==> src/rtl/fsi_pkg.sv <==
// Shared types, constants and saturation helpers for the fish swarm iteration block.
package fsi_pkg;

    localparam int FISH_COUNT_DEF = 64;

    localparam int KIND_W     = 2;
    localparam int INDEX_W    = 6;
    localparam int POS_W      = 24;
    localparam int MASS_W     = 32;
    localparam int CFG_IDX_W  = 3;
    localparam int CFG_DATA_W = 32;

    // Divider operand widths: gain (16 bits) times a 25-bit difference, over mass * 256
    localparam int NUM_W = 41;
    localparam int DEN_W = 40;

    localparam int CURVE_WEIGHT = 100;

    localparam logic signed [POS_W-1:0] POS_MAX = 24'sh7FFFFF;
    localparam logic signed [POS_W-1:0] POS_MIN = 24'sh800000;
    localparam logic [MASS_W-1:0]       MASS_MAX = 32'hFFFF_FFFF;

    typedef enum logic [KIND_W-1:0] {
        KIND_LOAD  = 2'd0,
        KIND_NOISE = 2'd1,
        KIND_STEP  = 2'd2
    } kind_t;

    localparam logic [CFG_IDX_W-1:0] CFG_SOCIAL_GAIN   = 3'd0;
    localparam logic [CFG_IDX_W-1:0] CFG_SCHOOL_RADIUS = 3'd1;
    localparam logic [CFG_IDX_W-1:0] CFG_VELOCITY_KEEP = 3'd2;
    localparam logic [CFG_IDX_W-1:0] CFG_WEIGHT_GAIN   = 3'd3;
    localparam logic [CFG_IDX_W-1:0] CFG_WEIGHT_FLOOR  = 3'd4;
    localparam logic [CFG_IDX_W-1:0] CFG_BOUND_LOW     = 3'd5;
    localparam logic [CFG_IDX_W-1:0] CFG_BOUND_HIGH    = 3'd6;

    localparam logic [15:0]             SOCIAL_GAIN_RST   = 16'd6554;
    localparam logic [22:0]             SCHOOL_RADIUS_RST = 23'd131072;
    localparam logic [15:0]             VELOCITY_KEEP_RST = 16'd62259;
    localparam logic [15:0]             WEIGHT_GAIN_RST   = 16'd655;
    localparam logic [MASS_W-1:0]       WEIGHT_FLOOR_RST  = 32'd256;
    localparam logic signed [POS_W-1:0] BOUND_LOW_RST     = -24'sd327680;
    localparam logic signed [POS_W-1:0] BOUND_HIGH_RST    = 24'sd655360;

    typedef struct packed {
        logic signed [POS_W-1:0] pos_x;
        logic signed [POS_W-1:0] pos_y;
        logic signed [POS_W-1:0] vel_x;
        logic signed [POS_W-1:0] vel_y;
        logic [MASS_W-1:0]       mass;
        logic [MASS_W-1:0]       fitness;
    } fish_t;

    typedef struct packed {
        logic signed [POS_W-1:0] x;
        logic signed [POS_W-1:0] y;
    } noise_t;

    // Clamp a one-bit-wider sum back into Q8.16
    function automatic logic signed [POS_W-1:0] sat_pos(input logic [POS_W:0] v);
        logic signed [POS_W-1:0] r;
        if (v[POS_W] != v[POS_W-1])
            r = v[POS_W] ? POS_MIN : POS_MAX;
        else
            r = v[POS_W-1:0];
        return r;
    endfunction

    function automatic logic signed [POS_W-1:0] add_pos(input logic signed [POS_W-1:0] a,
                                                        input logic signed [POS_W-1:0] b);
        logic [POS_W:0] s;
        s = {a[POS_W-1], a} + {b[POS_W-1], b};
        return sat_pos(s);
    endfunction

    function automatic logic signed [POS_W-1:0] neg_pos(input logic signed [POS_W-1:0] a);
        logic [POS_W:0] s;
        s = (POS_W+1)'(0) - {a[POS_W-1], a};
        return sat_pos(s);
    endfunction

endpackage

==> src/rtl/fsi_div.sv <==
// Radix-2 restoring divider for the social pull, saturating to Q8.16.
module fsi_div
    import fsi_pkg::*;
(
    input  logic                     clk,
    input  logic                     rst_n,
    input  logic                     start,
    input  logic signed [NUM_W-1:0]  num,
    input  logic [DEN_W-1:0]         den,
    output logic                     done,
    output logic signed [POS_W-1:0]  quo
);

    localparam int CNT_W = $clog2(POS_W);
    localparam logic [CNT_W-1:0] CNT_LAST = CNT_W'(POS_W - 1);

    logic                    busy_reg;
    logic                    done_reg;
    logic [CNT_W-1:0]        cnt_reg;
    logic [DEN_W-1:0]        rem_reg;
    logic [DEN_W-1:0]        den_reg;
    logic [POS_W-1:0]        low_reg;
    logic                    neg_reg;
    logic                    ovf_reg;
    logic                    zero_reg;
    logic                    nz_reg;

    logic [NUM_W-1:0]        num_abs;
    logic [DEN_W:0]          rem2;
    logic                    ge;
    logic [DEN_W:0]          diff;

    assign num_abs = num[NUM_W-1] ? (NUM_W'(0) - num) : num;
    assign rem2    = {rem_reg, low_reg[POS_W-1]};
    assign ge      = rem2 >= {1'b0, den_reg};
    assign diff    = rem2 - {1'b0, den_reg};

    always_ff @(posedge clk or negedge rst_n)
    begin
        if (!rst_n)
        begin
            busy_reg <= 1'b0;
            done_reg <= 1'b0;
            cnt_reg  <= '0;
        end
        else
        begin
            done_reg <= 1'b0;
            if (start)
            begin
                busy_reg <= 1'b1;
                cnt_reg  <= '0;
            end
            else if (busy_reg)
            begin
                if (cnt_reg == CNT_LAST)
                begin
                    busy_reg <= 1'b0;
                    done_reg <= 1'b1;
                end
                cnt_reg <= cnt_reg + 1'b1;
            end
        end
    end

    // Low bits shift out at the top while quotient bits shift in at the bottom
    always_ff @(posedge clk)
    begin
        if (start)
        begin
            rem_reg  <= DEN_W'(num_abs[NUM_W-1:POS_W]);
            low_reg  <= num_abs[POS_W-1:0];
            den_reg  <= den;
            neg_reg  <= num[NUM_W-1];
            nz_reg   <= (num != '0);
            zero_reg <= (den == '0);
            ovf_reg  <= (DEN_W'(num_abs[NUM_W-1:POS_W]) >= den);
        end
        else if (busy_reg)
        begin
            rem_reg <= ge ? diff[DEN_W-1:0] : rem2[DEN_W-1:0];
            low_reg <= {low_reg[POS_W-2:0], ge};
        end
    end

    always_comb
    begin
        priority if (zero_reg)
            quo = nz_reg ? (neg_reg ? POS_MIN : POS_MAX) : '0;
        else if (ovf_reg)
            quo = neg_reg ? POS_MIN : POS_MAX;
        else if (!neg_reg)
            quo = low_reg[POS_W-1] ? POS_MAX : low_reg;
        else if (low_reg > {1'b1, {(POS_W-1){1'b0}}})
            quo = POS_MIN;
        else
            quo = POS_W'(0) - low_reg;
    end

    assign done = done_reg;

endmodule

==> config.mk <==
export PLATFORM = sky130hd
export DESIGN_NAME = fsi_div
export DESIGN_NICKNAME = d
export VERILOG_FILES = /design/src/rtl/fsi_pkg.sv /design/src/rtl/fsi_div.sv
export SDC_FILE = /design/constraint.sdc
export NUM_CORES = 1
export LEC_CHECK = 0
export BUFFER_PORTS_ARGS = -buffer_cell sky130_fd_sc_hd__buf_2
export CAP_MARGIN = 5
export CELL_PAD_IN_SITES_DETAIL_PLACEMENT = 0
export CELL_PAD_IN_SITES_GLOBAL_PLACEMENT = 1
export CORE_UTILIZATION = 49
export CTS_CLUSTER_SIZE = 40
export DETAILED_ROUTE_END_ITERATION = 6
export PLACE_DENSITY = 0.95
export SKIP_LAST_GASP = 1
export SYNTH_ARGS = -nofsm -noshare
export SYNTH_HDL_FRONTEND = slang
export SYNTH_SLANG_ARGS = --single-unit
==> constraint.sdc <==
create_clock -name clk -period 8.38 [get_ports clk]
set_input_delay 0.838 -clock clk [delete_from_list [all_inputs] [get_ports clk]]
set_output_delay 0.838 -clock clk [all_outputs]
set_load 0.05 [all_outputs]
==> key figures, run 1 <==
Outcome
  – Outcome: complete, no violations

Setup path
  – CP Capture Type: primary output
  – Worst EP required: 7.54 ns
  – Worst Path Arrival: 4.61 ns
  – CP Class: reg2out
  – Critical path fanouts, max: 22
  – Crit path launch type: flop

GRT
  – GR peak layer: met2
  – All-Layer GR Usage: 0.252
  – First-pass GRT wire length: 36,600 um
  – Total congestion overflow: 0
  – Met2 usage in global routing: 0.398
  – Met1 usage: 0.345
  – Largest net degree at the start of global routing: 93
  – Initial antenna violation count: 0
  – Vias in the first global route: 7,377
  – Met3 usage: 0.0444

Power
  – Seq pwr share: 0.364
  – Worst vdd ir: 0.000212 V
  – Pint: 1.33 mW
  – Comb power frac: 0.241
  – PD cells: 190 mW/mm^2
  – Switching Share: 0.313
  – Net Switching: 603 uW
  – Leakage power: 4.47 nW
  – Clk pwr share: 0.395

Yosys
  – Seq/Total Area, Yosys: 0.359
  – Synthesized area: 0.00887 sq mm
  – Post-synth ARST share: 0.0609
  – Syn_area_per_cell: 8.90 sq um
  – Synth Instances: 997
  – #FFs+latches synth: 115
  – Syn nets: 1,142
  – Most used DFF post-synth: edfxtp_1
  – Ys Warns: 0
  – Post-synth EDFFs: 85
  – Cell variety after synth: 75

Placed design
  – Pre-CTS setup slack: 3.13 ns
  – Placement-stage cell area: 0.00955 sq mm
  – Number of port buffers: 108
  – Gp weighted congestion: 0.891
  – Post-DP HPWL: 16,600 um

Route
  – Antenna-violating nets left: 0
  – Vias/cell: 5.92
  – Final WL: 22,600 um
  – Via count: 7,823
  – Iter 0 DRT Violations: 542
  – Drt wl/cell: 17.1 um
  – Pre-antenna DRT Iters: 5
  – Post-route DRC: 0

STA
  – Final-report setup violation count: 0
  – Fmax achieved: 184 MHz
  – Final Cycle Share: 0.650
  – Final slew viol count: 0
  – Setup_tns: 0 ns
  – Post-Route Skew: 0.0170 ns
  – Hold Violations, Final: 0
  – Worst-Margin Slew: 1.28 ns
  – Period minus WS final: 5.45 ns
  – Slew Limit Headroom: 0.142
  – Setup ws final: 2.93 ns
  – Unrepaired setup endpoints after global routing: false

Clocking
  – CTS tree: built
  – Post-CTS Setup Inserts: 0
  – CTS H-Tree Depth: 4
  – Max clock buf depth: 2
  – Clock root buffer: clkbuf_16
  – # clock sinks: 115
  – CTS clk-pin slew, worst paths: 0.06 ns
  – CTS Hold Bufs: 0
  – Post_cts resized: 0
  – Worst-Skew Late Latency: 0.44 ns
  – TritonCTS buffer count: 17

Cells and area
  – Ant. Diodes: 0
  – Most frequent cells in the layout: buf_2 (107), a21oi_1 (91), nor2_1 (88)
  – Design Area, Final: 0.0102 sq mm
  – Area grow syn2layout: 14.5%
  – Final core utilization: 0.582
  – Layout cell share with drive strength beyond 1: 0.156
  – Commonest non-fill, non-tap cell in the layout: buf_2
  – Layout Nets: 1,229

Min path
  – Type of the tightest min-delay check: in2async

Floorplanning
  – Die Y: 137 um
  – Core outline area: 0.0175 sq mm
  – Starting density of the core: 0.508
  – Die ar.: 0.0187 sq mm
  – Row Count: 48
  – Die W: 137 um
  – I/O pin count: 109

Job
  – Maximum Capacitance Violations: 0
critical path, stage by stage, from the launching register on:
cell	delay, ns
edfxtp_1	0.46
inv_1	0.09
ha_1	0.18
or3b_2	0.49
nor3_1	0.36
nand3_1	0.14
nor3_1	0.37
a21oi_1	0.23
nand3b_1	0.72
o311ai_0	0.78
buf_2	0.37
cell usage after synthesis (8+ instances only):
library cell  number  area share
o311ai_0           8      0.0079
nand4_1           16       0.011
nor2b_1           10      0.0070
a211oi_1          20       0.017
o31ai_1           13       0.011
o21ai_0           79       0.045
edfxtp_1          85        0.29
o21a_1             8      0.0068
nand3_1           12      0.0068
xnor2_1           40       0.039
o21bai_1           9      0.0076
nand2b_1           8      0.0056
o211a_1           12       0.014
a21oi_1           91       0.051
mux2i_1           31       0.035
inv_1             72       0.030
or3_1             10      0.0070
xor2_1            37       0.037
ha_1              60       0.085
nor3_1            19       0.011
nor4_1            18       0.013
nand2_1           67       0.028
a21o_1            16       0.014
dfxtp_1           23       0.052
clkbuf_1          33       0.014
nor2_1            88       0.037
path summary, 6_finish.rpt:
path                             start           to  slack, ns  cells after the start
setup / recovery            low_reg[0]      quo[20]       2.93                     10
hold / removal                   rst_n   cnt_reg[3]       0.23                      1
setup reg to reg            rem_reg[9]  rem_reg[36]       4.42                     11
hold reg to reg            rem_reg[39]  rem_reg[39]       0.49                      2
max in group asynchronous        rst_n         done       8.00                      1
min in group clk           rem_reg[39]  rem_reg[39]       0.49                      2
power groups by stage:
stage	logic [mW]	clock network, mW	registers (mW)
after global routing	0.511	0.797	0.708
after CTS	0.461	0.772	0.702
final	0.464	0.762	0.703
after floorplan	0.340	0	0.697
after global placement	0.450	0	0.710
after detailed placement	0.456	0	0.712
area by class of cell:
type | instances | area [sq um]
Fill cell | 1508 | 7310
Inverter | 72 | 270
Sequential cell | 115 | 3190
Tap cell | 225 | 282
Clock inverter | 15 | 190
Clock buffer | 17 | 425
Multi-Input combinational cell | 765 | 5230
Timing Repair Buffer | 113 | 581
stage by stage:
stage                     std cells  total power, mW  hold slack [ns]
after detailed placement       1290             1.17            0.488
after CTS                      1322             1.93            0.216
after global placement         1290             1.16            0.479
after floorplan                 997             1.04            0.450
final                          1322             1.93            0.226
after global routing           1322             2.02            0.226
cell families (layout without fill, tap and decap cells):
| logic type | after synthesis | count (layout) | synth area share |
|---|---|---|---|
| compound gates | 306 | 306 | 0.221 |
| simple gates | 286 | 286 | 0.164 |
| buf+inv | 117 | 217 | 0.0530 |
| flops | 115 | 115 | 0.359 |
| xor+xnor | 77 | 77 | 0.0760 |
| fa+ha+maj | 61 | 61 | 0.0868 |
| mux | 35 | 35 | 0.0400 |
routing by layer:
metal	share of wire	wire, um	vias up
met4	0.019	439	0
met1	0.47	10700	3666
met2	0.45	10300	250
met5	0	0	-
met3	0.053	1190	34
li1	-	-	3873
No activity file was read; power rests on OpenSTA's default activity.
==> run 2, diff against run 1 <==
- CORE_UTILIZATION: 49 -> 45
- PLACE_DENSITY: 0.95 -> 0.9
- clock period: 8.38 -> 5.3 ns (I/O delays scaled with it)
==> key figures, run 2 (synthesized netlist as in run 1, its figures left out) <==
Outcome
  – Outcome: complete, no violations

Setup path
  – Crit path launch type: flop
  – Critical Path Most Common Cell: nor3_1
  – Slowest CP cell: edfxtp_1
  – Worst reg-to-reg path cell count: 10
  – CP Class: reg2out
  – Worst Path Arrival: 4.15 ns
  – Bufs and invs on worst path: 2
  – Delay-heaviest family, CP: simple AND/OR/NAND/NOR gates
  – Critical path fanouts, max: 11
  – Max stage delay on crit path: 0.51 ns
  – Worst EP required: 4.77 ns
  – Cell depth of the worst setup path: 12
  – Crit-path cells: inv_1, ha_1, or3b_2, nor3_1, nand3_1, nor3_1, a21oi_1, nand3b_1, nor4_1, o21ai_0, o311ai_1, buf_2
  – CP Capture Type: primary output

Clocking
  – # clock sinks: 115
  – Worst-Skew Late Latency: 0.42 ns
  – CTS clk-pin slew, worst paths: 0.05 ns
  – Clock root buffer: clkbuf_16
  – Post_cts resized: 0
  – TritonCTS buffer count: 17
  – CTS tree: built
  – Max clock buf depth: 2
  – CTS H-Tree Depth: 4
  – Post-CTS Setup Inserts: 0

Route
  – Vias/cell: 5.73
  – Iter 0 DRT Violations: 651
  – Drt wl/cell: 16.6 um
  – Via count: 7,798
  – Pre-antenna DRT Iters: 5
  – Post-route DRC: 0
  – Antenna-violating nets left: 0
  – Final WL: 22,600 um

Power
  – Leakage power: 4.48 nW
  – Worst vdd ir: 0.000145 V
  – PD cells: 289 mW/mm^2

STA
  – Final-report setup violation count: 0
  – Final Cycle Share: 0.883
  – Hold Violations, Final: 0
  – Setup_tns: 0 ns
  – Worst-Margin Slew: 0.977 ns
  – Slew Limit Headroom: 0.341
  – Setup ws final: 0.622 ns
  – Post-Route Skew: 0.00571 ns
  – Fmax achieved: 214 MHz
  – Period minus WS final: 4.68 ns
  – Unrepaired setup endpoints after global routing: false
  – Final slew viol count: 0

Floorplanning
  – Die Y: 142 um
  – Core outline area: 0.0190 sq mm
  – Die ar.: 0.0203 sq mm
  – Starting density of the core: 0.467
  – I/O pin count: 109
  – Row Count: 50
  – Die W: 142 um

Cells and area
  – Ant. Diodes: 0
  – # fillers: 1,794
  – Commonest non-fill, non-tap cell in the layout: buf_2
  – Fin cells: 1,361
  – Layout Nets: 1,233
  – Area grow syn2layout: 14.9%
  – Layout cell share with drive strength beyond 1: 0.151
  – Final core utilization: 0.536
  – Most frequent cells in the layout: buf_2 (107), a21oi_1 (91), nor2_1 (88)

Min path
  – Type of the tightest min-delay check: in2reg
  – Hold Path Depth: 1

GRT
  – Total congestion overflow: 0
  – First-pass GRT wire length: 36,300 um
  – All-Layer GR Usage: 0.227
  – Vias in the first global route: 7,281
  – Met2 usage in global routing: 0.349
  – Initial antenna violation count: 0
  – Met1 usage: 0.314
  – Largest net degree at the start of global routing: 64
  – GR peak layer: met2
  – Met3 usage: 0.0461

Placed design
  – Post-DP HPWL: 16,800 um
  – Gp weighted congestion: 0.923
  – Pre-CTS setup slack: 0.383 ns
  – Dpl cells: 1,327
  – Number of port buffers: 108

Job
  – Maximum Capacitance Violations: 0
==> run 2: worst paths after layout <==
kind	to	slack, ns	startpoint
worst max-delay path	quo[21]	0.62	low_reg[0]
worst min-delay path	den_reg[37]	0.31	den[37]
worst max register to register	rem_reg[13]	1.52	rem_reg[9]
worst min register to register	rem_reg[21]	0.50	rem_reg[21]
max in group asynchronous	busy_reg	4.66	rst_n
min in group asynchronous	cnt_reg[2]	0.48	rst_n
==> run 2: through the flow <==
stage | area (sq um) | total power, mW | hold WS [ns]
global route | 10200 | 3.08 | 0.295
CTS | 10200 | 2.95 | 0.297
detailed placement | 9620 | 1.85 | 0.372
floorplan | 8870 | 1.64 | 0.234
global placement | 9620 | 1.84 | 0.368
finish | 10200 | 2.95 | 0.305
==> run 2: final cells by class <==
class,count,area [sq um],share of cell area
clock buffer,25,475,0.0466
tap,260,325,0.0319
inverter,72,270,0.0265
clock inverter,7,85.1,0.00835
sequential,115,3190,0.313
multi-input combinational,766,5230,0.513
timing repair buffer,116,618,0.0606
==> run 2: timing repair <==
item                                    4_1_cts  5_1_grt
hold buffers                                  1        0
endpoints found under the setup margin        0        1
endpoints found under the hold margin         7        0
==> run 2: layer usage <==
metal | part of all wire | vias to the layer above
li1 | - | 3862
met1 | 0.48 | 3621
met2 | 0.44 | 276
met3 | 0.063 | 39
met4 | 0.023 | 0
met5 | 0 | -
==> run 2: report_power, final <==
group	total (mW)	internal, mW	switching [mW]
clock network	1.10	0.711	0.390
logic	0.731	0.270	0.461
registers	1.11	1.05	0.0630
==> run 3, diff against run 2 <==
- CTS_BUF_LIST: not set -> sky130_fd_sc_hd__clkbuf_16
==> key figures, run 3 (synthesized netlist as in run 1, its figures left out) <==
Cells and area
  – Most frequent cells in the layout: buf_2 (107), a21oi_1 (91), nor2_1 (88)
  – Layout Nets: 1,233
  – Area grow syn2layout: 14.6%
  – Fin cells: 1,361
  – Commonest non-fill, non-tap cell in the layout: buf_2
  – Layout cell share with drive strength beyond 1: 0.149
  – Ant. Diodes: 0

Route
  – Pre-antenna DRT Iters: 5
  – Via count: 7,812
  – Drt wl/cell: 16.5 um
  – Iter 0 DRT Violations: 623
  – Final WL: 22,500 um
  – Post-route DRC: 0
  – Vias/cell: 5.74
  – Antenna-violating nets left: 0

Setup path
  – Crit-path cells: inv_1, ha_1, or3b_2, nor3_1, nand3_1, nor3_1, a21oi_1, nand3b_1, nor4_1, o21ai_0, o311ai_1, buf_2
  – Critical path fanouts, max: 11
  – Bufs and invs on worst path: 2
  – Max stage delay on crit path: 0.51 ns
  – Worst r2r src: rem_reg[9]
  – CP Class: reg2out
  – CP Capture Type: primary output
  – CP Launch Point: low_reg[0]
  – Critical Path Most Common Cell: nor3_1
  – Crit path launch type: flop
  – Slowest CP cell: edfxtp_1
  – Delay-heaviest family, CP: simple AND/OR/NAND/NOR gates
  – Worst Path Arrival: 4.16 ns
  – Worst EP required: 4.77 ns

Clocking
  – TritonCTS buffer count: 17
  – Clock root buffer: clkbuf_16
  – Max clock buf depth: 2
  – CTS clk-pin slew, worst paths: 0.05 ns
  – # clock sinks: 115
  – Post-CTS Setup Inserts: 0
  – Post_cts resized: 0
  – CTS tree: built
  – Worst-Skew Late Latency: 0.42 ns
  – CTS H-Tree Depth: 4

Placed design
  – Pre-CTS setup slack: 0.383 ns
  – Number of port buffers: 108
  – Post-DP HPWL: 16,800 um
  – Dpl cells: 1,327
  – Gp weighted congestion: 0.923

Floorplanning
  – Starting density of the core: 0.467
  – Row Count: 50
  – Core outline area: 0.0190 sq mm
  – Die W: 142 um
  – Die ar.: 0.0203 sq mm
  – I/O pin count: 109
  – Die Y: 142 um

STA
  – Final Cycle Share: 0.884
  – Fmax achieved: 213 MHz
  – Worst-Margin Slew: 1.01 ns
  – Slew Limit Headroom: 0.319
  – Setup_tns: 0 ns
  – Final-report setup violation count: 0
  – Unrepaired setup endpoints after global routing: false
  – Hold Violations, Final: 0
  – Period minus WS final: 4.69 ns
  – Setup ws final: 0.613 ns
  – Final slew viol count: 0
  – Post-Route Skew: 0.00706 ns

Min path
  – Hold_sp: den[30]
  – Type of the tightest min-delay check: in2reg

Power
  – PD cells: 285 mW/mm^2
  – Final Power: 2.90 mW
  – Worst vdd ir: 0.000149 V
  – Leakage power: 4.49 nW

GRT
  – First-pass GRT wire length: 36,200 um
  – Initial antenna violation count: 0
  – All-Layer GR Usage: 0.226
  – Total congestion overflow: 0
  – Largest net degree at the start of global routing: 64
  – Vias in the first global route: 7,275

Job
  – Maximum Capacitance Violations: 0

Outcome
  – Outcome: complete, no violations
[run 3: changes by cell type in the layout (fill, tap and decap cells not counted)]
cell / change
clkbuf_8: -2
clkbuf_1: -6
clkinv_1: +2
inv_1: +6
[run 3: what timing repair did]
action	4_1_cts	5_1_grt
hold buffers	1	0
endpoints found under the hold margin	7	0
endpoints found under the setup margin	0	1
[run 3: cell type report]
class | count | area [sq um]
clock inverter | 15 | 115
sequential | 115 | 3190
tap | 260 | 325
multi-input combinational | 766 | 5230
timing repair buffer | 116 | 618
inverter | 72 | 270
fill | 1794 | 8840
clock buffer | 17 | 425
[run 3: report_power, final]
group / internal, mW / switching, mW / leakage (nW)
Clock: 0.670 / 0.387 / 0.284
Combinational: 0.270 / 0.460 / 3.07
Sequential: 1.05 / 0.0627 / 1.14
[run 3: path summary, 6_finish.rpt]
path,slack (ns),cells past startpoint,to
setup / recovery,0.61,12,quo[21]
hold / removal,0.31,1,den_reg[30]
setup reg to reg,1.55,11,rem_reg[16]
hold reg to reg,0.50,2,rem_reg[29]
max in group asynchronous,4.66,2,busy_reg
min in group asynchronous,0.49,2,cnt_reg[2]
[run 3: metrics by stage]
step / hold slack, ns / instance area (sq um) / util
3_3_place_gp: 0.368 / 9620 / 0.506
6_report: 0.307 / 10200 / 0.535
3_5_place_dp: 0.372 / 9620 / 0.506
2_1_floorplan: 0.234 / 8870 / -
5_1_grt: 0.296 / 10200 / 0.535
4_1_cts: 0.296 / 10200 / 0.535
[run 3: per-layer routing]
layer,track usage,share of wire,vias up
li1,-,-,3863
met1,0.313,0.48,3633
met2,0.346,0.44,278
met3,0.0431,0.062,38
met4,0.0877,0.022,0
met5,0,0,-
